File: config.mk
export PLATFORM = sky130hd
export DESIGN_NAME = resp_frame_parser_flat
export DESIGN_NICKNAME = d
export VERILOG_FILES = /design/src/rtl/core/rfp_pkg.sv /design/src/rtl/core/rfp_ifs.sv /design/src/rtl/core/rfp_cfg_reg.sv /design/src/rtl/core/rfp_in_reg.sv /design/src/rtl/core/rfp_parse_core.sv /design/src/rtl/core/rfp_out_reg.sv /design/src/rtl/core/resp_frame_parser.sv /design/src/flat_wrapper.sv
export SDC_FILE = /design/constraint.sdc
export NUM_CORES = 1
export LEC_CHECK = 0
export BUFFER_PORTS_ARGS = -buffer_cell sky130_fd_sc_hd__clkbuf_2
export CAP_MARGIN = 5
export CORE_UTILIZATION = 39
export DETAILED_ROUTE_END_ITERATION = 8
export PLACE_DENSITY_LB_ADDON = 0.1
export SYNTH_ARGS = -nofsm -noshare
export SYNTH_HDL_FRONTEND = slang
export SYNTH_SLANG_ARGS = --single-unit
File: constraint.sdc
create_clock -name clk -period 11.25 [get_ports clk]
set_input_delay 2.25 -clock clk [delete_from_list [all_inputs] [get_ports clk]]
set_output_delay 2.25 -clock clk [all_outputs]
set_load 0.01 [all_outputs]
File: src/rtl/core/rfp_pkg.sv
`timescale 1ns / 1ps

package rfp_pkg;

  localparam int unsigned LEN_BITS_DEF = 32;
  localparam logic [31:0] MAX_LENGTH_RST = 32'h2000_0000;

  // Magnitude limits for signed 64-bit decimal values, widened for the x10 sum.
  localparam logic [67:0] NUM_POS_LIM = 68'h0_7FFF_FFFF_FFFF_FFFF;
  localparam logic [67:0] NUM_NEG_LIM = 68'h0_8000_0000_0000_0000;

  localparam logic [7:0] CH_DOLLAR     = "$";
  localparam logic [7:0] CH_STAR       = "*";
  localparam logic [7:0] CH_COLON      = ":";
  localparam logic [7:0] CH_PLUS       = "+";
  localparam logic [7:0] CH_MINUS      = "-";
  localparam logic [7:0] CH_HASH       = "#";
  localparam logic [7:0] CH_UNDERSCORE = "_";
  localparam logic [7:0] CH_BANG       = "!";
  localparam logic [7:0] CH_EQUALS     = "=";
  localparam logic [7:0] CH_LPAREN     = "(";
  localparam logic [7:0] CH_COMMA      = ",";
  localparam logic [7:0] CH_TRUE       = "t";
  localparam logic [7:0] CH_FALSE      = "f";
  localparam logic [7:0] CH_ZERO       = "0";
  localparam logic [7:0] CH_NINE       = "9";
  localparam logic [7:0] CH_CR         = 8'h0D;
  localparam logic [7:0] CH_LF         = 8'h0A;

  typedef enum logic [3:0] {
    KIND_BULK     = 4'd0,
    KIND_SIMPLE   = 4'd1,
    KIND_ERROR    = 4'd2,
    KIND_INTEGER  = 4'd3,
    KIND_BOOLEAN  = 4'd4,
    KIND_NULL     = 4'd5,
    KIND_ARRAY    = 4'd6,
    KIND_BULKERR  = 4'd7,
    KIND_VERBATIM = 4'd8,
    KIND_BIGNUM   = 4'd9,
    KIND_DOUBLE   = 4'd10
  } kind_t;

  typedef enum logic [2:0] {
    ST_OK        = 3'd0,
    ST_BAD_TYPE  = 3'd1,
    ST_BAD_DIGIT = 3'd2,
    ST_NO_CRLF   = 3'd3,
    ST_RANGE     = 3'd4
  } status_t;

  typedef enum logic [3:0] {
    PH_IDLE,
    PH_NUM,
    PH_NUM_LF,
    PH_PAYLOAD,
    PH_TEXT,
    PH_BOOL,
    PH_TAIL_CR,
    PH_TAIL_LF,
    PH_SKIP
  } phase_t;

  typedef struct packed {
    logic [3:0]         kind;
    logic [7:0]         data_byte;
    logic               is_payload;
    logic               frame_end;
    logic signed [63:0] number;
    logic [2:0]         status;
  } rfp_result_t;

endpackage

File: src/rtl/core/rfp_ifs.sv
`timescale 1ns / 1ps

interface rfp_in_if;
  logic       valid;
  logic       ready;
  logic [7:0] in_byte;

  modport source (output valid, output in_byte, input ready);
  modport sink (input valid, input in_byte, output ready);
endinterface

interface rfp_out_if;
  logic               valid;
  logic               ready;
  logic [3:0]         kind;
  logic [7:0]         data_byte;
  logic               is_payload;
  logic               frame_end;
  logic signed [63:0] number;
  logic [2:0]         status;

  modport source (output valid, output kind, output data_byte, output is_payload,
                  output frame_end, output number, output status, input ready);
  modport sink (input valid, input kind, input data_byte, input is_payload,
                input frame_end, input number, input status, output ready);
endinterface

interface rfp_cfg_if;
  logic        valid;
  logic        ready;
  logic [31:0] max_length;

  modport source (output valid, output max_length, input ready);
  modport sink (input valid, input max_length, output ready);
endinterface

File: src/rtl/core/rfp_cfg_reg.sv
`timescale 1ns / 1ps

module rfp_cfg_reg import rfp_pkg::*; (
  input  logic        clk,
  input  logic        rst_n,
  rfp_cfg_if.sink     cfg_ch,
  output logic [31:0] max_length
);

  logic [31:0] max_length_r;

  assign cfg_ch.ready = 1'b1;
  assign max_length   = max_length_r;

  always_ff @(posedge clk) begin
    if (!rst_n) begin
      max_length_r <= MAX_LENGTH_RST;
    end else if (cfg_ch.valid) begin
      max_length_r <= cfg_ch.max_length;
    end
  end

endmodule

File: src/rtl/core/rfp_in_reg.sv
`timescale 1ns / 1ps

module rfp_in_reg import rfp_pkg::*; (
  input  logic       clk,
  input  logic       rst_n,
  rfp_in_if.sink     in_ch,
  input  logic       take,
  output logic       byte_valid,
  output logic [7:0] byte_data
);

  logic       valid_r;
  logic [7:0] byte_r;

  // The register refills in the same cycle that its item moves on to the parser.
  assign in_ch.ready = !valid_r || take;
  assign byte_valid  = valid_r;
  assign byte_data   = byte_r;

  always_ff @(posedge clk) begin
    if (!rst_n) begin
      valid_r <= 1'b0;
    end else if (in_ch.valid && in_ch.ready) begin
      valid_r <= 1'b1;
    end else if (take) begin
      valid_r <= 1'b0;
    end
  end

  always_ff @(posedge clk) begin
    if (in_ch.valid && in_ch.ready) begin
      byte_r <= in_ch.in_byte;
    end
  end

endmodule

File: src/rtl/core/rfp_parse_core.sv
`timescale 1ns / 1ps

module rfp_parse_core import rfp_pkg::*; #(
  parameter int unsigned LEN_BITS = LEN_BITS_DEF
) (
  input  logic        clk,
  input  logic        rst_n,
  input  logic        advance,
  input  logic [7:0]  byte_data,
  input  logic [31:0] max_length,
  output logic        res_valid,
  output rfp_result_t res
);

  phase_t                phase_r, phase_nxt;
  logic [3:0]            kind_r, kind_nxt;
  logic [63:0]           acc_r, acc_nxt;
  logic                  neg_r, neg_nxt;
  logic                  digit_seen_r, digit_seen_nxt;
  logic [LEN_BITS-1:0]   left_r, left_nxt;

  logic                  is_digit;
  logic [3:0]            digit_val;
  logic [67:0]           acc_ext;
  logic [67:0]           acc_x10;
  logic [67:0]           num_lim;
  logic [LEN_BITS-1:0]   left_dec;
  logic                  len_too_big;

  assign is_digit    = (byte_data >= CH_ZERO) && (byte_data <= CH_NINE);
  assign digit_val   = 4'(byte_data - CH_ZERO);
  assign acc_ext     = {4'b0, acc_r};
  assign acc_x10     = (acc_ext << 3) + (acc_ext << 1) + 68'(digit_val);
  assign num_lim     = neg_r ? NUM_NEG_LIM : NUM_POS_LIM;
  assign left_dec    = left_r - {{(LEN_BITS-1){1'b0}}, 1'b1};
  assign len_too_big = (|(acc_r >> LEN_BITS)) || (acc_r > {32'd0, max_length});

  always_ff @(posedge clk) begin
    if (!rst_n) begin
      phase_r      <= PH_IDLE;
      kind_r       <= KIND_BULK;
      acc_r        <= '0;
      neg_r        <= 1'b0;
      digit_seen_r <= 1'b0;
      left_r       <= '0;
    end else if (advance) begin
      phase_r      <= phase_nxt;
      kind_r       <= kind_nxt;
      acc_r        <= acc_nxt;
      neg_r        <= neg_nxt;
      digit_seen_r <= digit_seen_nxt;
      left_r       <= left_nxt;
    end
  end

  always_comb begin
    logic    start_en;
    logic    fail_en;
    status_t fail_st;

    start_en       = 1'b0;
    fail_en        = 1'b0;
    fail_st        = ST_OK;
    phase_nxt      = phase_r;
    kind_nxt       = kind_r;
    acc_nxt        = acc_r;
    neg_nxt        = neg_r;
    digit_seen_nxt = digit_seen_r;
    left_nxt       = left_r;
    res_valid      = 1'b0;
    res            = '0;
    res.kind       = kind_r;
    res.status     = ST_OK;

    unique case (phase_r)
      PH_IDLE: begin
        start_en = 1'b1;
        case (byte_data)
          CH_DOLLAR:     begin kind_nxt = KIND_BULK;     phase_nxt = PH_NUM;     end
          CH_PLUS:       begin kind_nxt = KIND_SIMPLE;   phase_nxt = PH_TEXT;    end
          CH_MINUS:      begin kind_nxt = KIND_ERROR;    phase_nxt = PH_TEXT;    end
          CH_COLON:      begin kind_nxt = KIND_INTEGER;  phase_nxt = PH_NUM;     end
          CH_HASH:       begin kind_nxt = KIND_BOOLEAN;  phase_nxt = PH_BOOL;    end
          CH_UNDERSCORE: begin kind_nxt = KIND_NULL;     phase_nxt = PH_TAIL_CR; end
          CH_STAR:       begin kind_nxt = KIND_ARRAY;    phase_nxt = PH_NUM;     end
          CH_BANG:       begin kind_nxt = KIND_BULKERR;  phase_nxt = PH_NUM;     end
          CH_EQUALS:     begin kind_nxt = KIND_VERBATIM; phase_nxt = PH_NUM;     end
          CH_LPAREN:     begin kind_nxt = KIND_BIGNUM;   phase_nxt = PH_TEXT;    end
          CH_COMMA:      begin kind_nxt = KIND_DOUBLE;   phase_nxt = PH_TEXT;    end
          default: begin
            start_en = 1'b0;
            kind_nxt = KIND_BULK;
            fail_en  = 1'b1;
            fail_st  = ST_BAD_TYPE;
          end
        endcase
      end

      PH_NUM: begin
        priority if (is_digit) begin
          // Overflow when ten times the magnitude plus the digit passes the signed limit.
          if (acc_x10 > num_lim) begin
            fail_en = 1'b1;
            fail_st = ST_RANGE;
          end else begin
            acc_nxt        = acc_x10[63:0];
            digit_seen_nxt = 1'b1;
          end
        end else if (byte_data == CH_MINUS && !digit_seen_r && !neg_r) begin
          neg_nxt = 1'b1;
        end else if (byte_data == CH_LF) begin
          fail_en = 1'b1;
          fail_st = ST_NO_CRLF;
        end else if (byte_data == CH_CR && digit_seen_r) begin
          phase_nxt = PH_NUM_LF;
        end else begin
          fail_en = 1'b1;
          fail_st = ST_BAD_DIGIT;
        end
      end

      PH_NUM_LF: begin
        phase_nxt = PH_IDLE;
        priority if (byte_data != CH_LF) begin
          fail_en = 1'b1;
          fail_st = ST_NO_CRLF;
        end else if (kind_r == KIND_INTEGER) begin
          res_valid     = 1'b1;
          res.frame_end = 1'b1;
          res.number    = $signed(neg_r ? (64'd0 - acc_r) : acc_r);
        end else if (neg_r && acc_r == 64'd1 &&
                     (kind_r == KIND_BULK || kind_r == KIND_ARRAY)) begin
          // A length or count of minus one is the null reply.
          kind_nxt      = KIND_NULL;
          res_valid     = 1'b1;
          res.kind      = KIND_NULL;
          res.frame_end = 1'b1;
        end else if (neg_r && acc_r != 64'd0) begin
          fail_en = 1'b1;
          fail_st = ST_RANGE;
        end else if (kind_r == KIND_ARRAY) begin
          res_valid     = 1'b1;
          res.frame_end = 1'b1;
          res.number    = $signed(acc_r);
        end else if (len_too_big) begin
          fail_en = 1'b1;
          fail_st = ST_RANGE;
        end else begin
          neg_nxt   = 1'b0;
          left_nxt  = acc_r[LEN_BITS-1:0];
          phase_nxt = (acc_r == 64'd0) ? PH_TAIL_CR : PH_PAYLOAD;
        end
      end

      PH_PAYLOAD: begin
        left_nxt = left_dec;
        if (left_dec == '0) begin
          phase_nxt = PH_TAIL_CR;
        end
        res_valid      = 1'b1;
        res.data_byte  = byte_data;
        res.is_payload = 1'b1;
      end

      PH_TEXT: begin
        priority if (byte_data == CH_LF) begin
          fail_en = 1'b1;
          fail_st = ST_NO_CRLF;
        end else if (byte_data == CH_CR) begin
          phase_nxt = PH_TAIL_LF;
        end else begin
          acc_nxt        = acc_r + 64'd1;
          res_valid      = 1'b1;
          res.data_byte  = byte_data;
          res.is_payload = 1'b1;
        end
      end

      PH_BOOL: begin
        if (byte_data == CH_TRUE || byte_data == CH_FALSE) begin
          acc_nxt   = {63'd0, byte_data == CH_TRUE};
          phase_nxt = PH_TAIL_CR;
        end else begin
          fail_en = 1'b1;
          fail_st = ST_BAD_DIGIT;
        end
      end

      PH_TAIL_CR: begin
        if (byte_data != CH_CR) begin
          fail_en = 1'b1;
          fail_st = ST_NO_CRLF;
        end else begin
          phase_nxt = PH_TAIL_LF;
        end
      end

      PH_TAIL_LF: begin
        if (byte_data != CH_LF) begin
          fail_en = 1'b1;
          fail_st = ST_NO_CRLF;
        end else begin
          phase_nxt     = PH_IDLE;
          res_valid     = 1'b1;
          res.frame_end = 1'b1;
          res.number    = $signed(acc_r);
        end
      end

      PH_SKIP: begin
        if (byte_data == CH_LF) begin
          phase_nxt = PH_IDLE;
        end
      end

      default: begin
        phase_nxt = PH_IDLE;
      end
    endcase

    if (start_en) begin
      acc_nxt        = '0;
      neg_nxt        = 1'b0;
      digit_seen_nxt = 1'b0;
      left_nxt       = '0;
    end

    // An aborted frame reports its own kind (bulk for a bad type byte), then drops bytes up to the next LF.
    if (fail_en) begin
      res_valid      = 1'b1;
      res            = '0;
      res.kind       = kind_nxt;
      res.frame_end  = 1'b1;
      res.status     = fail_st;
      phase_nxt      = (byte_data == CH_LF) ? PH_IDLE : PH_SKIP;
    end
  end

endmodule

File: src/rtl/core/rfp_out_reg.sv
`timescale 1ns / 1ps

module rfp_out_reg import rfp_pkg::*; (
  input  logic        clk,
  input  logic        rst_n,
  input  logic        load,
  input  rfp_result_t res,
  output logic        free,
  rfp_out_if.source   out_ch
);

  logic        valid_r;
  rfp_result_t res_r;

  assign free              = !valid_r || out_ch.ready;
  assign out_ch.valid      = valid_r;
  assign out_ch.kind       = res_r.kind;
  assign out_ch.data_byte  = res_r.data_byte;
  assign out_ch.is_payload = res_r.is_payload;
  assign out_ch.frame_end  = res_r.frame_end;
  assign out_ch.number     = res_r.number;
  assign out_ch.status     = res_r.status;

  always_ff @(posedge clk) begin
    if (!rst_n) begin
      valid_r <= 1'b0;
    end else if (load) begin
      valid_r <= 1'b1;
    end else if (out_ch.ready) begin
      valid_r <= 1'b0;
    end
  end

  always_ff @(posedge clk) begin
    if (load) begin
      res_r <= res;
    end
  end

endmodule

File: src/rtl/core/resp_frame_parser.sv
`timescale 1ns / 1ps

// Streaming parser for key-value-store replies in the RESP3 wire format.
// in_ch carries one byte of the reply stream per item; out_ch gives at most
// one result item per byte: a payload byte, or a frame end with the kind,
// the number (integer, boolean, length or array count) and a status.
// Array elements come out as frames of their own after the array header.
// cfg_ch writes max_length, the largest accepted bulk payload length; it is
// always ready and should only be written while the parser is idle.
// Each accepted byte is held in the input register and then parsed into the
// result register, from which out_ch offers any result that the byte gives.
// Throughput: one byte per cycle while out_ch does not stall, set by the single
// parse step between the input register and the result register.
// Reset clears both registers, returns the parser to waiting for a type byte
// and sets max_length to 2^29.
// When out_ch stalls with a result waiting, one further byte is taken into
// the input register, then in_ch.ready stays low until the result is taken.
// On any error a frame end with nonzero status is given and bytes are
// dropped up to and including the next LF.

module resp_frame_parser import rfp_pkg::*; #(
  parameter int unsigned LEN_BITS = LEN_BITS_DEF
) (
  input logic       clk,
  input logic       rst_n,
  rfp_in_if.sink    in_ch,
  rfp_out_if.source out_ch,
  rfp_cfg_if.sink   cfg_ch
);

  logic        byte_valid;
  logic [7:0]  byte_data;
  logic [31:0] max_length;
  logic        out_free;
  logic        advance;
  logic        res_valid;
  rfp_result_t res;

  assign advance = byte_valid && out_free;

  rfp_cfg_reg u_cfg_reg (
    .clk        (clk),
    .rst_n      (rst_n),
    .cfg_ch     (cfg_ch),
    .max_length (max_length)
  );

  rfp_in_reg u_in_reg (
    .clk        (clk),
    .rst_n      (rst_n),
    .in_ch      (in_ch),
    .take       (advance),
    .byte_valid (byte_valid),
    .byte_data  (byte_data)
  );

  rfp_parse_core #(
    .LEN_BITS (LEN_BITS)
  ) u_parse_core (
    .clk        (clk),
    .rst_n      (rst_n),
    .advance    (advance),
    .byte_data  (byte_data),
    .max_length (max_length),
    .res_valid  (res_valid),
    .res        (res)
  );

  rfp_out_reg u_out_reg (
    .clk    (clk),
    .rst_n  (rst_n),
    .load   (advance && res_valid),
    .res    (res),
    .free   (out_free),
    .out_ch (out_ch)
  );

`ifndef SYNTHESIS
  a_payload_not_end: assert property (@(posedge clk) disable iff (!rst_n)
    out_ch.valid && out_ch.is_payload |-> !out_ch.frame_end && out_ch.status == ST_OK)
    else $error("payload item flagged as frame end or error");

  a_error_is_end: assert property (@(posedge clk) disable iff (!rst_n)
    out_ch.valid && out_ch.status != ST_OK |-> out_ch.frame_end && out_ch.number == 64'sd0)
    else $error("error item without frame end or with a number");

  a_held_byte_kept: assert property (@(posedge clk) disable iff (!rst_n)
    byte_valid && !advance |=> byte_valid && $stable(byte_data))
    else $error("byte in input register lost while stalled");

  a_accept_fills: assert property (@(posedge clk) disable iff (!rst_n)
    in_ch.valid && in_ch.ready |=> byte_valid)
    else $error("accepted byte did not reach input register");
`endif

endmodule

File: src/flat_wrapper.sv
// flat-port wrapper written by rule: the top's interface ports become plain ports
module resp_frame_parser_flat import rfp_pkg::*;
#(
  parameter int unsigned LEN_BITS = LEN_BITS_DEF
)
  (clk, rst_n, in_ch_valid, in_ch_in_byte, in_ch_ready, out_ch_valid, out_ch_kind, out_ch_data_byte, out_ch_is_payload, out_ch_frame_end, out_ch_number, out_ch_status, out_ch_ready, cfg_ch_valid, cfg_ch_max_length, cfg_ch_ready);
  rfp_in_if in_ch_i ();
  rfp_out_if out_ch_i ();
  rfp_cfg_if cfg_ch_i ();
  input logic clk;
  input logic rst_n;
  input wire logic [$bits(in_ch_i.valid)-1:0] in_ch_valid;
  input wire logic [$bits(in_ch_i.in_byte)-1:0] in_ch_in_byte;
  output wire logic [$bits(in_ch_i.ready)-1:0] in_ch_ready;
  output wire logic [$bits(out_ch_i.valid)-1:0] out_ch_valid;
  output wire logic [$bits(out_ch_i.kind)-1:0] out_ch_kind;
  output wire logic [$bits(out_ch_i.data_byte)-1:0] out_ch_data_byte;
  output wire logic [$bits(out_ch_i.is_payload)-1:0] out_ch_is_payload;
  output wire logic [$bits(out_ch_i.frame_end)-1:0] out_ch_frame_end;
  output wire logic [$bits(out_ch_i.number)-1:0] out_ch_number;
  output wire logic [$bits(out_ch_i.status)-1:0] out_ch_status;
  input wire logic [$bits(out_ch_i.ready)-1:0] out_ch_ready;
  input wire logic [$bits(cfg_ch_i.valid)-1:0] cfg_ch_valid;
  input wire logic [$bits(cfg_ch_i.max_length)-1:0] cfg_ch_max_length;
  output wire logic [$bits(cfg_ch_i.ready)-1:0] cfg_ch_ready;
  assign in_ch_i.valid = in_ch_valid;
  assign in_ch_i.in_byte = in_ch_in_byte;
  assign in_ch_ready = in_ch_i.ready;
  assign out_ch_valid = out_ch_i.valid;
  assign out_ch_kind = out_ch_i.kind;
  assign out_ch_data_byte = out_ch_i.data_byte;
  assign out_ch_is_payload = out_ch_i.is_payload;
  assign out_ch_frame_end = out_ch_i.frame_end;
  assign out_ch_number = out_ch_i.number;
  assign out_ch_status = out_ch_i.status;
  assign out_ch_i.ready = out_ch_ready;
  assign cfg_ch_i.valid = cfg_ch_valid;
  assign cfg_ch_i.max_length = cfg_ch_max_length;
  assign cfg_ch_ready = cfg_ch_i.ready;
  resp_frame_parser #(.LEN_BITS(LEN_BITS)) u_core (.clk(clk), .rst_n(rst_n), .in_ch(in_ch_i), .out_ch(out_ch_i), .cfg_ch(cfg_ch_i));
endmodule
==> impl_metrics.yaml <==
clock_tree:
  clk_pin_slew_ps: 70
  root_buffer: "clkbuf_16"
  cts_resized: 0
  post-cts-setup-buffers: 0
  htreeDepth: 1
  cts.path.max_buffers: 3
  clock_sinks: 229
  cts_hold_buf: 0
  clk_latency_ps: 580
  numCtsBuffers: 29
  cts_tree: "done"
grt:
  antenna_found_initial: 1
  grt_use_total: 0.280
  grt_overflow: 0
  grt_start_max_net_pins: 82
  grt_pass1_wl_um: 122000
  first_global_vias: 20000
synthesis:
  synth-simple-area-share: 0.229
  synth_cell_types: 98
  async_reset_ff_frac: 0
  ys_seq_elements: 229
  yosysTopAreaCell: "ha_1"
  yosys.area.top_type_share: 0.134
  synth_top_family_by_area: "compound AO/OA/AOI/OAI gates"
  synthCells: 2694
  synth_compound_area_frac: 0.238
  yosys-top-cells-area: "ha_1 (13%), dfxtp_1 (13%), edfxtp_1 (13%)"
  synth_edf_count: 89
  synth.most_common_cell: "nand2_1"
  yosys.area_share.adder: 0.136
  synthXorXnorAreaFrac: 0.0536
  synth_nets: 2969
  seq_area_frac_synth: 0.258
  synth_warnings: 0
  synthMuxAreaShare: 0.0357
  synthTopCellsByCount: "nand2_1 (280), nor2_1 (232), ha_1 (228), o21ai_0 (205), a21oi_1 (176)"
  synth_area_mm2: 0.0212
  synth_area_per_cell_um2: 7.89
  synth-main-ff-cell: "dfxtp_1"
floorplan:
  coreArea_mm2: 0.0538
  die_w_um: 235
  start_util: 0.395
  die_area_mm2: 0.0554
  rows: 85
  io_pins: 129
  die_h_um: 235
detailed_routing:
  drc_errors: 0
  drt_iter0_drc: 2047
  ant_nets: 0
  wl_um: 79600
  drt-pass1-iter-count: 6
  via_per_inst: 6.21
  routedWlPerCell_um: 23.2
  vias: 21300
sta:
  fin_tns_setup_ps: 0
  rsz0062_at_grt: "false"
  skew_ps: 16.7
  finalCriticalPeriod_ps: 8380
  slew_headroom: 0.222
  worstMarginPinSlew_ps: 1160
  fin_crit_sh: 0.745
  slew_viol_final: 0
  fmaxAchievable_mhz: 119
  hold_viol: 0
  setup_violations: 0
pwr:
  power.total_uw: 2160
  vdd_ir_drop_max_mv: 0.109
  p_per_area_mw_per_mm2: 92.2
  leakage_uw: 0.00994
critical_path:
  crit_path_top_delay_cell: "or4b_2"
  crit-reg2reg-launch: "u_core.u_in_reg.byte_data[3]"
  end_kind: "register"
  cp_data_required_time_ps: 11440
  slowest_delay_ps: 620
  crit_start: "u_core.u_in_reg.byte_data[3]"
  crit_fanout: 81
  timing.reg2reg.setup_slack_ps: 2870
  crit_family: "compound AO/OA/AOI/OAI gates"
  path_buf_inv: 2
  arrival_ps: 8570
  worstSetupPathType: "register to register"
  start_kind: "register"
finish:
  nFillCells: 5464
  fin_cells: 3431
  drive_above_1_share: 0.116
  n_antenna_cell: 0
  utilization: 0.435
  syn_to_final_growth_pct: 10.2
  fin_nets: 2988
run:
  drv_cap: 0
placement:
  port_buffers: 127
  dp_hpwl_um: 58500
  gp_congestion: 0.958
  dp.cells: 3378
hold_path:
  min-delay-start: "u_core.u_parse_core.left_r[22]"
  hold_path_class: "register to register"
outcome:
  status: "finished clean"
==> layout by cell type (no fill, tap or decap), types with 69 or more instances in the layout <==
cell type  count
nand2_1      279
nor2_1       229
ha_1         228
o21ai_0      205
a21oi_1      175
dfxtp_1      139
clkbuf_2     127
edfxtp_1      89
nor3_1        86
nand3_1       85
mux2i_1       72
xnor2_1       69
==> cell type report <==
type                    instances  area [µm²]  share of cell area
clock buffers                  31         733              0.0313
clock inverters                22         253              0.0108
inverters                      63         236              0.0101
multi-input cells            2206       14800               0.631
flip-flops and latches        229        5480               0.234
well taps                     696         871              0.0372
repair buffers                184        1060              0.0454
==> final timing paths <==
kind | endpoint | depth (start not counted)
setup reg to reg | u_core.u_out_reg.out_ch.number[0] | 25
setup / recovery | u_core.u_out_reg.out_ch.number[0] | 25
hold / removal | u_core.u_parse_core.left_r[22] | 2
hold reg to reg | u_core.u_parse_core.left_r[22] | 2
==> worst min-delay path: stages (launching register included) <==
cell and delay [ps]:
dfxtp_1 320, nand2_1 60, a21oi_1 50
==> flip-flops by register name, summed over array words and instances (netlist names), 3 cells and up <==
signal and count:
u_core.u_cfg_reg.max_length 32, u_core.u_parse_core.acc_r 64, u_core.u_out_reg.out_ch.data_byte 8, u_core.u_out_reg.out_ch.number 64, u_core.u_in_reg.byte_data 8, u_core.u_out_reg.out_ch.kind 4, u_core.u_parse_core.left_r 32, u_core.u_parse_core.kind_r 4
u_core.u_out_reg.out_ch.status 3, u_core.u_parse_core.phase_r 4
==> cells by family after synthesis <==
| family | count (synthesis) |
|---|---|
| adders and majority gates | 230 |
| other | 1 |
| AOI/OAI and AO/OA | 776 |
| buffers and inverters | 259 |
| xor gates and xnor gates | 130 |
| DFF | 229 |
| and+or+nand+nor | 994 |
| muxes | 75 |
==> stage by stage <==
step                      instance area, µm²  worst slack [ps]  hold slack [ps]
after floorplan                        21200              2420              444
after global placement                 22400              3160              461
after detailed placement               22400              2990              463
after CTS                              23400              2940              473
after global routing                   23400              2390              494
final                                  23400              2870              476
==> layer usage <==
layer | global-route usage | vias to the layer above | wire length (µm)
met5 | 0 | - | 0
met4 | 0.0915 | 0 | 2660
met3 | 0.0318 | 140 | 5100
met2 | 0.450 | 851 | 35900
met1 | 0.389 | 10300 | 36000
li1 | - | 10100 | -
==> where the power goes <==
| group | leakage (µW) | internal [µW] | switching, µW | total (µW) |
|---|---|---|---|---|
| clock network | 0.000451 | 568 | 418 | 986 |
| logic | 0.00750 | 82.6 | 167 | 250 |
| registers | 0.00199 | 895 | 28.4 | 923 |
Power figures use the tool's default switching activity.
